===== src/hdl/isu_pkg.sv =====
// ----------------------------------------------------------------------------
// isu_pkg
// Shared types, codes and defaults for the indexed sequence store unit.
// ----------------------------------------------------------------------------
package isu_pkg;

   localparam int CAPACITY_DEF = 64;

   localparam logic [2:0] OP_READ   = 3'd0;
   localparam logic [2:0] OP_HEAD   = 3'd1;
   localparam logic [2:0] OP_TAIL   = 3'd2;
   localparam logic [2:0] OP_AT     = 3'd3;
   localparam logic [2:0] OP_DELETE = 3'd4;

   localparam logic [1:0] ST_DONE  = 2'd0;
   localparam logic [1:0] ST_RANGE = 2'd1;
   localparam logic [1:0] ST_FULL  = 2'd2;

   localparam logic [31:0] READ_MISS = 32'hFFFF_FFFF;

   typedef struct packed {
      logic [2:0]         operation;
      logic [6:0]         position;
      logic signed [31:0] value;
   } req_type;

   typedef struct packed {
      logic signed [31:0] read_value;
      logic [1:0]         status;
      logic [6:0]         length;
   } rsp_type;

   typedef enum logic [1:0] {
      ACT_NONE,
      ACT_READ,
      ACT_INSERT,
      ACT_DELETE
   } action_type;

   typedef enum logic [1:0] {
      RD_POS,
      RD_PREV,
      RD_NEXT
   } rdsel_type;

   typedef enum logic [2:0] {
      S_IDLE,
      S_CHECK,
      S_READ,
      S_INS,
      S_INS_WR,
      S_DEL,
      S_DEL_WR,
      S_RESP
   } state_type;

   typedef struct packed {
      logic      load;
      logic      check;
      logic      take_read;
      logic      ins_step;
      logic      del_step;
      logic      ins_final;
      logic      del_final;
      rdsel_type rd_sel;
   } cmd_type;

   typedef struct packed {
      action_type action;
      logic       ins_more;
      logic       del_more;
   } stat_type;

endpackage


===== src/hdl/isu_ram.sv =====
// ----------------------------------------------------------------------------
// isu_ram
// Simple dual-port RAM, one write and one registered read per cycle.
// ----------------------------------------------------------------------------
module isu_ram #(
   parameter int WIDTH = 32,
   parameter int DEPTH = 64
) (
   input  logic                     clock,
   input  logic                     wr_en,
   input  logic [$clog2(DEPTH)-1:0] wr_addr,
   input  logic [WIDTH-1:0]         wr_data,
   input  logic [$clog2(DEPTH)-1:0] rd_addr,
   output logic [WIDTH-1:0]         rd_data
);

   logic [WIDTH-1:0] mem_ff [DEPTH];
   logic [WIDTH-1:0] rd_data_ff;

   always_ff @(posedge clock) begin
      if (wr_en) begin
         mem_ff[wr_addr] <= wr_data;
      end
      rd_data_ff <= mem_ff[rd_addr];
   end

   assign rd_data = rd_data_ff;

endmodule


===== src/hdl/isu_datapath.sv =====
// ----------------------------------------------------------------------------
// isu_datapath
// Element store, count, shift pointer, request decode and response registers.
// ----------------------------------------------------------------------------
module isu_datapath import isu_pkg::*; #(
   parameter int CAPACITY = CAPACITY_DEF
) (
   input  logic     clock,
   input  logic     reset,
   input  req_type  req_data,
   input  cmd_type  cmd,
   output stat_type stat,
   output rsp_type  rsp_data
);

   localparam int CW = $clog2(CAPACITY + 1);
   localparam int AW = $clog2(CAPACITY);
   localparam int MW = (CW > 7) ? CW : 7;

   logic [2:0]    op_ff,    op_in;
   logic [6:0]    pos_ff,   pos_in;
   logic [31:0]   val_ff,   val_in;
   logic [CW-1:0] count_ff, count_in;
   logic [CW-1:0] ptr_ff,   ptr_in;
   logic [CW-1:0] tgt_ff,   tgt_in;
   logic [31:0]   rv_ff,    rv_in;
   logic [1:0]    st_ff,    st_in;

   logic [MW-1:0] pos_x;
   logic [MW-1:0] cnt_x;
   logic          full;
   action_type    action;
   logic [1:0]    dec_st;
   logic [31:0]   dec_rv;
   logic [CW-1:0] dec_tgt;
   logic [CW-1:0] ptr_dec;
   logic [CW-1:0] ptr_inc;
   logic [CW:0]   ptr_inc_x;

   logic          ram_we;
   logic [AW-1:0] ram_waddr;
   logic [31:0]   ram_wdata;
   logic [AW-1:0] ram_raddr;
   logic [31:0]   ram_rdata;

   assign pos_x     = MW'(pos_ff);
   assign cnt_x     = MW'(count_ff);
   assign full      = count_ff >= CW'(CAPACITY);
   assign ptr_dec   = ptr_ff - CW'(1);
   assign ptr_inc   = ptr_ff + CW'(1);
   assign ptr_inc_x = {1'b0, ptr_ff} + (CW + 1)'(1);

   // decode the held request against the current count
   always_comb begin
      action  = ACT_NONE;
      dec_st  = ST_DONE;
      dec_rv  = '0;
      dec_tgt = CW'(pos_x);
      case (op_ff)
         OP_READ: begin
            if (pos_x < cnt_x) begin
               action = ACT_READ;
            end else begin
               dec_st = ST_RANGE;
               dec_rv = READ_MISS;
            end
         end
         OP_HEAD: begin
            dec_tgt = '0;
            if (full) begin
               dec_st = ST_FULL;
            end else begin
               action = ACT_INSERT;
            end
         end
         OP_TAIL: begin
            dec_tgt = count_ff;
            if (full) begin
               dec_st = ST_FULL;
            end else begin
               action = ACT_INSERT;
            end
         end
         OP_AT: begin
            if (pos_x > cnt_x) begin
               dec_st = ST_RANGE;
            end else if (full) begin
               dec_st = ST_FULL;
            end else begin
               action = ACT_INSERT;
            end
         end
         OP_DELETE: begin
            if (pos_x < cnt_x) begin
               action = ACT_DELETE;
            end else begin
               dec_st = ST_RANGE;
            end
         end
         default: begin
            dec_st = ST_RANGE;
         end
      endcase
   end

   assign stat.action   = action;
   assign stat.ins_more = ptr_ff > tgt_ff;
   assign stat.del_more = ptr_inc_x < {1'b0, count_ff};

   always_comb begin
      op_in    = op_ff;
      pos_in   = pos_ff;
      val_in   = val_ff;
      count_in = count_ff;
      ptr_in   = ptr_ff;
      tgt_in   = tgt_ff;
      rv_in    = rv_ff;
      st_in    = st_ff;
      if (cmd.load) begin
         op_in  = req_data.operation;
         pos_in = req_data.position;
         val_in = req_data.value;
      end
      if (cmd.check) begin
         tgt_in = dec_tgt;
         ptr_in = (action == ACT_INSERT) ? count_ff : dec_tgt;
         st_in  = dec_st;
         rv_in  = dec_rv;
      end
      if (cmd.take_read) begin
         rv_in = ram_rdata;
      end
      if (cmd.ins_step) begin
         ptr_in = ptr_dec;
      end
      if (cmd.del_step) begin
         ptr_in = ptr_inc;
      end
      if (cmd.ins_final) begin
         count_in = count_ff + CW'(1);
      end
      if (cmd.del_final) begin
         count_in = count_ff - CW'(1);
      end
   end

   always_ff @(posedge clock) begin
      if (reset) begin
         count_ff <= '0;
      end else begin
         count_ff <= count_in;
      end
   end

   always_ff @(posedge clock) begin
      op_ff  <= op_in;
      pos_ff <= pos_in;
      val_ff <= val_in;
      ptr_ff <= ptr_in;
      tgt_ff <= tgt_in;
      rv_ff  <= rv_in;
      st_ff  <= st_in;
   end

   assign ram_we    = cmd.ins_step | cmd.del_step | cmd.ins_final;
   assign ram_waddr = cmd.ins_final ? tgt_ff[AW-1:0] : ptr_ff[AW-1:0];
   assign ram_wdata = cmd.ins_final ? val_ff : ram_rdata;

   always_comb begin
      case (cmd.rd_sel)
         RD_POS:  ram_raddr = AW'(pos_ff);
         RD_PREV: ram_raddr = ptr_dec[AW-1:0];
         RD_NEXT: ram_raddr = ptr_inc[AW-1:0];
         default: ram_raddr = AW'(pos_ff);
      endcase
   end

   isu_ram #(
      .WIDTH (32),
      .DEPTH (CAPACITY)
   ) u_store (
      .clock   (clock),
      .wr_en   (ram_we),
      .wr_addr (ram_waddr),
      .wr_data (ram_wdata),
      .rd_addr (ram_raddr),
      .rd_data (ram_rdata)
   );

   assign rsp_data.read_value = rv_ff;
   assign rsp_data.status     = st_ff;
   assign rsp_data.length     = cnt_x[6:0];

endmodule


===== src/hdl/isu_controller.sv =====
// ----------------------------------------------------------------------------
// isu_controller
// Sequencer for request decode, element reads and one-place shift sweeps.
// ----------------------------------------------------------------------------
module isu_controller import isu_pkg::*; (
   input  logic     clock,
   input  logic     reset,
   input  logic     req_valid,
   output logic     req_ready,
   output logic     rsp_valid,
   input  logic     rsp_ready,
   input  stat_type stat,
   output cmd_type  cmd
);

   state_type state_ff, state_in;

   always_ff @(posedge clock) begin
      if (reset) begin
         state_ff <= S_IDLE;
      end else begin
         state_ff <= state_in;
      end
   end

   always_comb begin
      state_in = state_ff;
      case (state_ff)
         S_IDLE: begin
            if (req_valid) begin
               state_in = S_CHECK;
            end
         end
         S_CHECK: begin
            case (stat.action)
               ACT_READ:   state_in = S_READ;
               ACT_INSERT: state_in = S_INS;
               ACT_DELETE: state_in = S_DEL;
               default:    state_in = S_RESP;
            endcase
         end
         S_READ:   state_in = S_RESP;
         S_INS:    state_in = stat.ins_more ? S_INS_WR : S_RESP;
         S_INS_WR: state_in = S_INS;
         S_DEL:    state_in = stat.del_more ? S_DEL_WR : S_RESP;
         S_DEL_WR: state_in = S_DEL;
         S_RESP: begin
            if (rsp_ready) begin
               state_in = S_IDLE;
            end
         end
         default:  state_in = S_IDLE;
      endcase
   end

   always_comb begin
      cmd       = '0;
      cmd.rd_sel = RD_POS;
      req_ready = 1'b0;
      rsp_valid = 1'b0;
      case (state_ff)
         S_IDLE: begin
            req_ready = 1'b1;
            cmd.load  = req_valid;
         end
         S_CHECK: begin
            cmd.check = 1'b1;
         end
         S_READ: begin
            cmd.take_read = 1'b1;
         end
         S_INS: begin
            cmd.rd_sel    = RD_PREV;
            cmd.ins_final = ~stat.ins_more;
         end
         S_INS_WR: begin
            cmd.ins_step = 1'b1;
         end
         S_DEL: begin
            cmd.rd_sel    = RD_NEXT;
            cmd.del_final = ~stat.del_more;
         end
         S_DEL_WR: begin
            cmd.del_step = 1'b1;
         end
         S_RESP: begin
            rsp_valid = 1'b1;
         end
         default: begin
            cmd.rd_sel = RD_POS;
         end
      endcase
   end

endmodule


===== src/hdl/indexed_sequence_store_unit.sv =====
// ----------------------------------------------------------------------------
// indexed_sequence_store_unit
// Ordered store of signed 32-bit values with read, insert and delete by index.
//
//   channel | ports                          | direction
//   req     | req_valid req_ready req_data   | in  (operation, position, value)
//   rsp     | rsp_valid rsp_ready rsp_data   | out (read_value, status, length)
//
// One request at a time. An insert at index p shifts the elements from p to
// the end up one place, a delete at p shifts those after p down one place:
// the element RAM reads through a register, so each element moved costs a
// read and a write.
// Reset clears the element count and the sequencer, not the element RAM.
// req_ready is low from accept until the response is taken.
// ----------------------------------------------------------------------------
module indexed_sequence_store_unit import isu_pkg::*; #(
   parameter int CAPACITY = CAPACITY_DEF
) (
   input  logic    clock,
   input  logic    reset,
   input  logic    req_valid,
   output logic    req_ready,
   input  req_type req_data,
   output logic    rsp_valid,
   input  logic    rsp_ready,
   output rsp_type rsp_data
);

   cmd_type  cmd;
   stat_type stat;

   isu_controller u_ctrl (
      .clock     (clock),
      .reset     (reset),
      .req_valid (req_valid),
      .req_ready (req_ready),
      .rsp_valid (rsp_valid),
      .rsp_ready (rsp_ready),
      .stat      (stat),
      .cmd       (cmd)
   );

   isu_datapath #(
      .CAPACITY (CAPACITY)
   ) u_dp (
      .clock    (clock),
      .reset    (reset),
      .req_data (req_data),
      .cmd      (cmd),
      .stat     (stat),
      .rsp_data (rsp_data)
   );

endmodule


===== config.mk =====
export PLATFORM = sky130hd
export DESIGN_NAME = indexed_sequence_store_unit
export DESIGN_NICKNAME = d
export VERILOG_FILES = /design/src/hdl/isu_pkg.sv /design/src/hdl/isu_ram.sv /design/src/hdl/isu_datapath.sv /design/src/hdl/isu_controller.sv /design/src/hdl/indexed_sequence_store_unit.sv
export SDC_FILE = /design/constraint.sdc
export NUM_CORES = 2
export LEC_CHECK = 0
export BUFFER_PORTS_ARGS = -buffer_cell sky130_fd_sc_hd__buf_2
export CAP_MARGIN = 5
export CORE_UTILIZATION = 30
export DETAILED_ROUTE_END_ITERATION = 6
export PLACE_DENSITY = 0.52
export REMOVE_ABC_BUFFERS = 1
export SYNTH_ARGS = -nofsm -noshare
export SYNTH_HDL_FRONTEND = slang
export SYNTH_SLANG_ARGS = --single-unit
export TNS_END_PERCENT = 1

===== constraint.sdc =====
create_clock -name clock -period 9.9 [get_ports clock]
set_clock_uncertainty 0.2 [all_clocks]
set_input_delay 0.99 -clock clock [delete_from_list [all_inputs] [get_ports clock]]
set_output_delay 0.99 -clock clock [all_outputs]
set_load 0.02 [all_outputs]

# == Word level (Yosys, flattened, before mapping) ==
# Memories as Yosys holds them, arrays and structs flattened. A register that Yosys moved wholly into a read port is not among the register bits.
# Index checks and enable logic that the tools add are counted.
# word_totals
regBits,100
latch_bits,0
mem_bits_rw,2048
romBits,0
in_bits,46
output_inout_bits,43
word_cells,91
mem_count,1
# memory_table
name,words,width,rd,rd_clocked_by_memory_dff,wr,line,text
u_dp.u_store.mem_ff,64,32,1,1,1,isu_ram.sv:17,logic [WIDTH-1:0] mem_ff [DEPTH];
# op_classes
addsub,5
mul,0
div,0
order_cmp,5
eq_ne,18
shifts,0
n_mux,41
bitwise_logic,4
reduce_logical,8
# ops
cell,n
two-way mux 32 bit,5
two-way mux 7 bit,6
case mux 3 bit (8 select lines),1
equality test 3 bit (second input constant),5
adder 7 x 1 -> 7 bit (second input constant),2
greater-than comparator 7 bit,2
two-way mux 1 bit,14
case mux 7 bit (2 select lines),1
subtractor 7 x 1 -> 7 bit (second input constant),2
equality test 3 x 2 -> 1 bit (second input constant),4
two-way mux 2 bit,6
case mux 6 bit (2 select lines),1
case mux 3 bit (3 select lines),1
adder 7 x 1 -> 8 bit (second input constant),1
< comparator 8 x 7 -> 1 bit,1
case mux 2 bit (4 select lines),1
greater-or-equal comparator 7 bit (second input constant),1
< comparator 7 bit,1
equality test 2 bit (second input constant),3
equality test 3 x 1 -> 1 bit (second input constant),2
logical NOT 3 bit,2
two-way mux 3 bit,2
two-way mux 6 bit,1
case mux 2 bit (3 select lines),1
other kinds (9),15

# == Longest topological paths before layout ==
# logic_depth
ltp_word,9
depth_mapped,18

# == By module ==
# A second synthesis with hierarchy kept.
# unflattened
cells_unflattened,3843
hier_area_um2,84173.2
# modules_own_cells
mod,n_inst,cells_per_inst,area_each_um2,seq_area_each_um2
isu_ram,1,3324,78515.3,62139.6
isu_datapath,1,482,5361.4,2842.7
isu_controller,1,37,296.5,60.1

# == Worst setup path before layout ==
# Ideal clock, no wire load.
# synth_timing
kind,register -> register
start,register u_dp.ptr_ff[0]
end,"memory u_dp.u_store.mem_ff[6][0], enable pin"
setup_ps,502
t_arrival_ps,5526
t_required_ps,9198
slack_ps,3672
stages_incl_launch_ff,13
path_buffers,3
period_less_slack_ps,6228
path_cell_list,edfxtp_1 buf_2 inv_1 ha_1 nor2b_1 o21ai_0 a21oi_1 o31ai_1 clkbuf_1 a21oi_1 or2_2 clkbuf_1 nor4_1
# synth_between
elab_chain_cells,6
word_cells_on_any_way,7
# synth_rtl
item,line,text
"start, declared",isu_datapath.sv:24,"logic [CW-1:0] ptr_ff, ptr_in;"
"start signal, assigned",isu_datapath.sv:159,ptr_ff <= ptr_in;
greater-than comparator 7 bit,isu_datapath.sv:107,assign stat.ins_more = ptr_ff > tgt_ff;
inverter 1 bit,isu_controller.sv:74,cmd.ins_final = ~stat.ins_more;
two-way mux 1 bit,isu_controller.sv:61,case (state_ff)
bitwise OR 1 bit,isu_datapath.sv:165,assign ram_we = cmd.ins_step | cmd.del_step | cmd.ins_final;
two-way mux 1 bit,isu_ram.sv:21,if (wr_en) begin
two-way mux 1 bit (not written as such),isu_ram.sv:22,mem_ff[wr_addr] <= wr_data;
"end, declared",isu_ram.sv:17,
# Several ways; a longest one is shown, not always the timed one.

# == Worst setup path in the final report ==
# layout_timing
start,register u_ctrl.state_ff[0]
end,"register u_dp.u_store.rd_data_ff[3], in the netlist u_dp.u_store.rd_data[3] (read register of u_dp.u_store.mem_ff)"
# layout_between
elab_chain_cells,4
word_cells_on_any_way,6
# layout_rtl
item,line,text
"start, declared",isu_controller.sv:16,"state_type state_ff, state_in;"
"start signal, assigned",isu_controller.sv:22,state_ff <= state_in;
equality test 3 bit / equality test 3 x 2 -> 1 bit (equally long branches),isu_controller.sv:61,
case mux 2 bit (2 select lines) (*),isu_controller.sv:61,
equality test 2 bit / equality test 2 x 1 -> 1 bit (equally long branches),isu_datapath.sv:170,case (cmd.rd_sel)
case mux 6 bit (2 select lines) (*),isu_datapath.sv:170,
"end, declared",isu_ram.sv:18,logic [WIDTH-1:0] rd_data_ff;
# Mark *: on every way between the ends. The rest lies on a longest branch, timed or not.
# A chain may end at the register's enable or synchronous reset.

==> results_dict.tcl <==
set metrics [dict create \
    grt_use_total_pct 19.1 \
    core-area_um2 301000 \
    critPathBufInv 4 \
    clk_pin_slew_worst_paths_ns 0.06 \
    tightest_slew_ns 1.32 \
    clock-sinks 2180 \
    routabilityCongestion 0.821 \
    synthSimpleGateAreaFrac_pct 10.2 \
    dpl.cell_count 10100 \
    required_ns 10.51 \
    grt_antenna_before_repair 4 \
    critical_path_class "reg -> reg" \
    area_growth_pct 13.6 \
    syn_area_um2 90800 \
    crit_fanout 134 \
    initial_core_util_pct 30.2 \
    clkPwrFrac_pct 26.1 \
    slew_headroom_pct 12.0 \
    timing.final.max_slew_violations 0 \
    fin_nets 6471 \
    cts_tree "yes" \
    busiest_layer "met2" \
    path_depth 10 \
    io_pins 89 \
    slowest_delay_ns 0.92 \
    die_w_um 552 \
    synth_top_family_by_area "compound AO/OA/AOI/OAI gates" \
    fin_cells 10500 \
    p_sw_share_pct 38.5 \
    ys_warn_count 0 \
    p_sw_uw 12000 \
    synth-xor-area-share_pct 0.203 \
    reg2reg_depth 10 \
    cts_max_level 4 \
    grt-ovfl-total 0 \
    cp-start-kind "flop" \
    ys_ff_latch 2180 \
    grt_pass1_vias 57700 \
    critPathTopFamily "buffers and inverters" \
    cts_inserted_buffers 226 \
    clock_latency_ns 0.87 \
    hpwl_um 156000 \
    synth_top_area_share_pct 70.7 \
    synth_flop_cell "edfxtp_1" \
    rr_startpoint "u_ctrl.state_ff[0]" \
    power_density_nw_per_um2 302 \
    dpl_cell_area_um2 96100 \
    die_h_um 552 \
    avgSynthCellArea_um2 14.0 \
    worstSetupEndpointType "flop" \
    crit_path_end "u_dp.u_store.rd_data[3]" \
    grt_max_degree 199 \
    seq_area_frac_synth_pct 71.6 \
    setup.worst_path.start "u_ctrl.state_ff[0]" \
    yosysTopAreaCell "edfxtp_1" \
    seq_area_um2 65000 \
    min_period_ns 6.16 \
    met2_usage_pct 30.3 \
    fin_area_um2 103000 \
    synth_cell_type_count 87 \
    finalHoldViolCount 0 \
    cts_root_buffer "clkbuf_16" \
    rsz0062_at_grt "no" \
    power.leakage_uw 0.0334 \
    viasPerCell 5.67 \
    synth_compound_area_share_pct 14.1 \
    crit_top_cell "buf_4" \
    grtUsageMet1_pct 26.3 \
    hp-class "in -> reg" \
    setup_viol 0 \
    netlist_instances 6484 \
    multi_input_area_um2 23900 \
    met3_usage_pct 3.04 \
    fp-row-count 201 \
    cpMaxStageDelayCell "dfxtp_4" \
    combPwrFrac_pct 34.5 \
    synthTopCellsByArea "edfxtp_1 71%, a211oi_1 4.9%, and3_1 3.5%, nand2_1 2.0%, o21ai_0 1.8%" \
    synth_mux_area_share_pct 0.510 \
    grt_pass1_wl_um 429000 \
    die-area_um2 305000 \
    rrSetupSlack_ns 3.74 \
    clock_path_buffers 4 \
    wl_per_cell_um 28.7 \
    fillerInstances 28700 \
    drt-total-wl_um 302000 \
    fin_total_pwr_uw 31200 \
    async_reset_ff_share_pct 0 \
    power_frac_seq_pct 39.3 \
    ir_worst_vdd_uv 210 \
    crit_chain "clkinv_2, buf_4, o21ai_2, buf_4, nand2_8, buf_12, a211oi_1, a311oi_1, or4_1, a211o_1" \
    critical_path_arrival_ns 6.76 \
    drive_gt1_share_pct 11.3 \
    first_pass_iters 6 \
    io_buffer_count 88 \
    synth_fa_ha_area_share_pct 0.436 \
    fin_crit_sh_pct 62.2 \
    synth_edf_count 2138 \
    num_vias 59700 \
    r2r-end "u_dp.u_store.rd_data[3]" \
    outcome "finished, final reports clean" \
    maxCapViolCount 0 \
    drtIter0Drc 7155 \
    drc 0 \
    cts_resized 0 \
    antenna_left 0 \
    p_int_uw 19200 \
    fmax_ghz 0.162 \
]
==> cells by family (layout without fill, tap and decap cells) <==
group                      after synthesis  after routing
buffers and inverters                  636            717
adders and majority gates               31             31
and+or+nand+nor                       1726           1726
xor gates and xnor gates                18             18
muxes                                   46             46
AOI/OAI and AO/OA                     1847           1847
DFF                                   2180           2180
other                                    0              4
==> cells in the final DEF, fill, tap and decap left out, types with 16 or more instances in the layout <==
master,synthesis,final
and3_1,514,514
nor4_1,121,71
a22oi_1,52,51
a32oi_1,17,17
a32o_1,47,47
o211ai_1,56,56
nand2b_1,104,104
clkinv_1,2,58
a211oi_1,587,586
nor2_1,35,25
mux2i_1,44,43
nand3_1,321,321
nor4_2,0,50
a21o_1,37,37
o21ai_0,325,325
inv_1,29,27
dfxtp_1,42,41
buf_2,131,88
edfxtp_1,2138,2138
nand2_1,483,446
a21oi_1,313,311
nand2_2,2,36
clkbuf_1,408,45
a31oi_1,53,50
or4_1,68,68
nor3_1,30,16
a211o_1,47,47
ha_1,30,30
o31ai_1,39,39
clkinv_2,0,46
buf_4,17,172
a22o_1,40,39
o2111ai_1,18,18
clkbuf_16,0,228
a311oi_1,127,127
==> cells in the mapped netlist (18+ instances only) <==
cell type	instances
nor3_1	30
a211o_1	47
a22oi_1	52
nand2b_1	104
clkbuf_1	408
ha_1	30
buf_1	45
a22o_1	40
buf_2	131
nor4_1	121
a211oi_1	587
o21ai_0	325
o2111ai_1	18
a21o_1	37
dfxtp_1	42
and3_1	514
inv_1	29
o31ai_1	39
or4_1	68
o211ai_1	56
mux2i_1	44
a21oi_1	313
nor2_1	35
a32o_1	47
nand3_1	321
edfxtp_1	2138
a31oi_1	53
nand2_1	483
a311oi_1	127
==> metal layers <==
layer | share of wire [%] | wire (um) | vias to the layer above
met3 | 7.5 | 22500 | 487
met4 | 3.8 | 11500 | 4
li1 | - | - | 25800
met2 | 46 | 139000 | 2518
met1 | 43 | 129000 | 31000
met5 | 0.0086 | 26 | -
==> through the flow <==
step                setup WS (ns)  hold slack (ns)  setup TNS (ns)  util, %
floorplan                  -14.50            0.302         -458.45        -
global placement             4.16            0.313               0     32.0
detailed placement           4.10            0.314               0     32.0
CTS                          4.04         0.000190               0     34.3
global route                 3.85           0.0284               0     34.3
finish                       3.74           0.0693               0     34.3
==> area by class of cell <==
class | count | share of cell area [%]
sequential | 2180 | 63.1
clock inverter | 123 | 0.949
clock buffer | 276 | 5.74
timing repair buffer | 287 | 2.09
inverter | 31 | 0.114
antenna | 4 | 0.00971
multi-input combinational | 3668 | 23.2
tap | 3958 | 4.80
==> flip-flops by register name (all words and copies together) (netlist names) <==
register / cells
u_dp.u_store.mem_ff: 2048
u_dp.rv_ff: 32
u_dp.u_store.rd_data: 32
u_dp.val_ff: 32
u_dp.cnt_x: 7
u_dp.pos_ff: 7
u_dp.ptr_ff: 7
u_dp.tgt_ff: 7
u_ctrl.state_ff: 3
u_dp.op_ff: 3
u_dp.st_ff: 2
==> worst reg2reg max path, delay by kind of cell, from the launching register on <==
family,cells,cell delay (ns)
AOI/OAI and AO/OA,4,1.36
buffers and inverters,4,2.42
DFF,1,0.92
and+or+nand+nor,2,1.21
==> power groups by stage <==
stage	clock network [uW]	registers [uW]	logic, uW
finish	8150	12300	10800
global route	8630	12300	11400
CTS	8280	12300	10700
detailed placement	0	12500	10700
global placement	0	12500	10600
floorplan	0	12500	5900
==> worst min path at each step <==
| stage | start | endpoint | cells past startpoint |
|---|---|---|---|
| 2_1_floorplan | u_dp.u_store.rd_data[0] | u_dp.rv_ff[0] | 1 |
| 3_5_place_dp | u_dp.u_store.rd_data[18] | u_dp.rv_ff[18] | 1 |
| 4_1_cts | req_data[25] | u_dp.val_ff[25] | 1 |
| 5_1_grt | req_data[25] | u_dp.val_ff[25] | 1 |
| 3_3_place_gp | u_dp.u_store.rd_data[18] | u_dp.rv_ff[18] | 1 |
| 6_report | req_data[25] | u_dp.val_ff[25] | 1 |
==> timing repair <==
item,in CTS,in global routing
setup buffers,0,0
hold buffers,12,0
hold endpoints to repair,12,0
(Power assumes the default switching activity.)
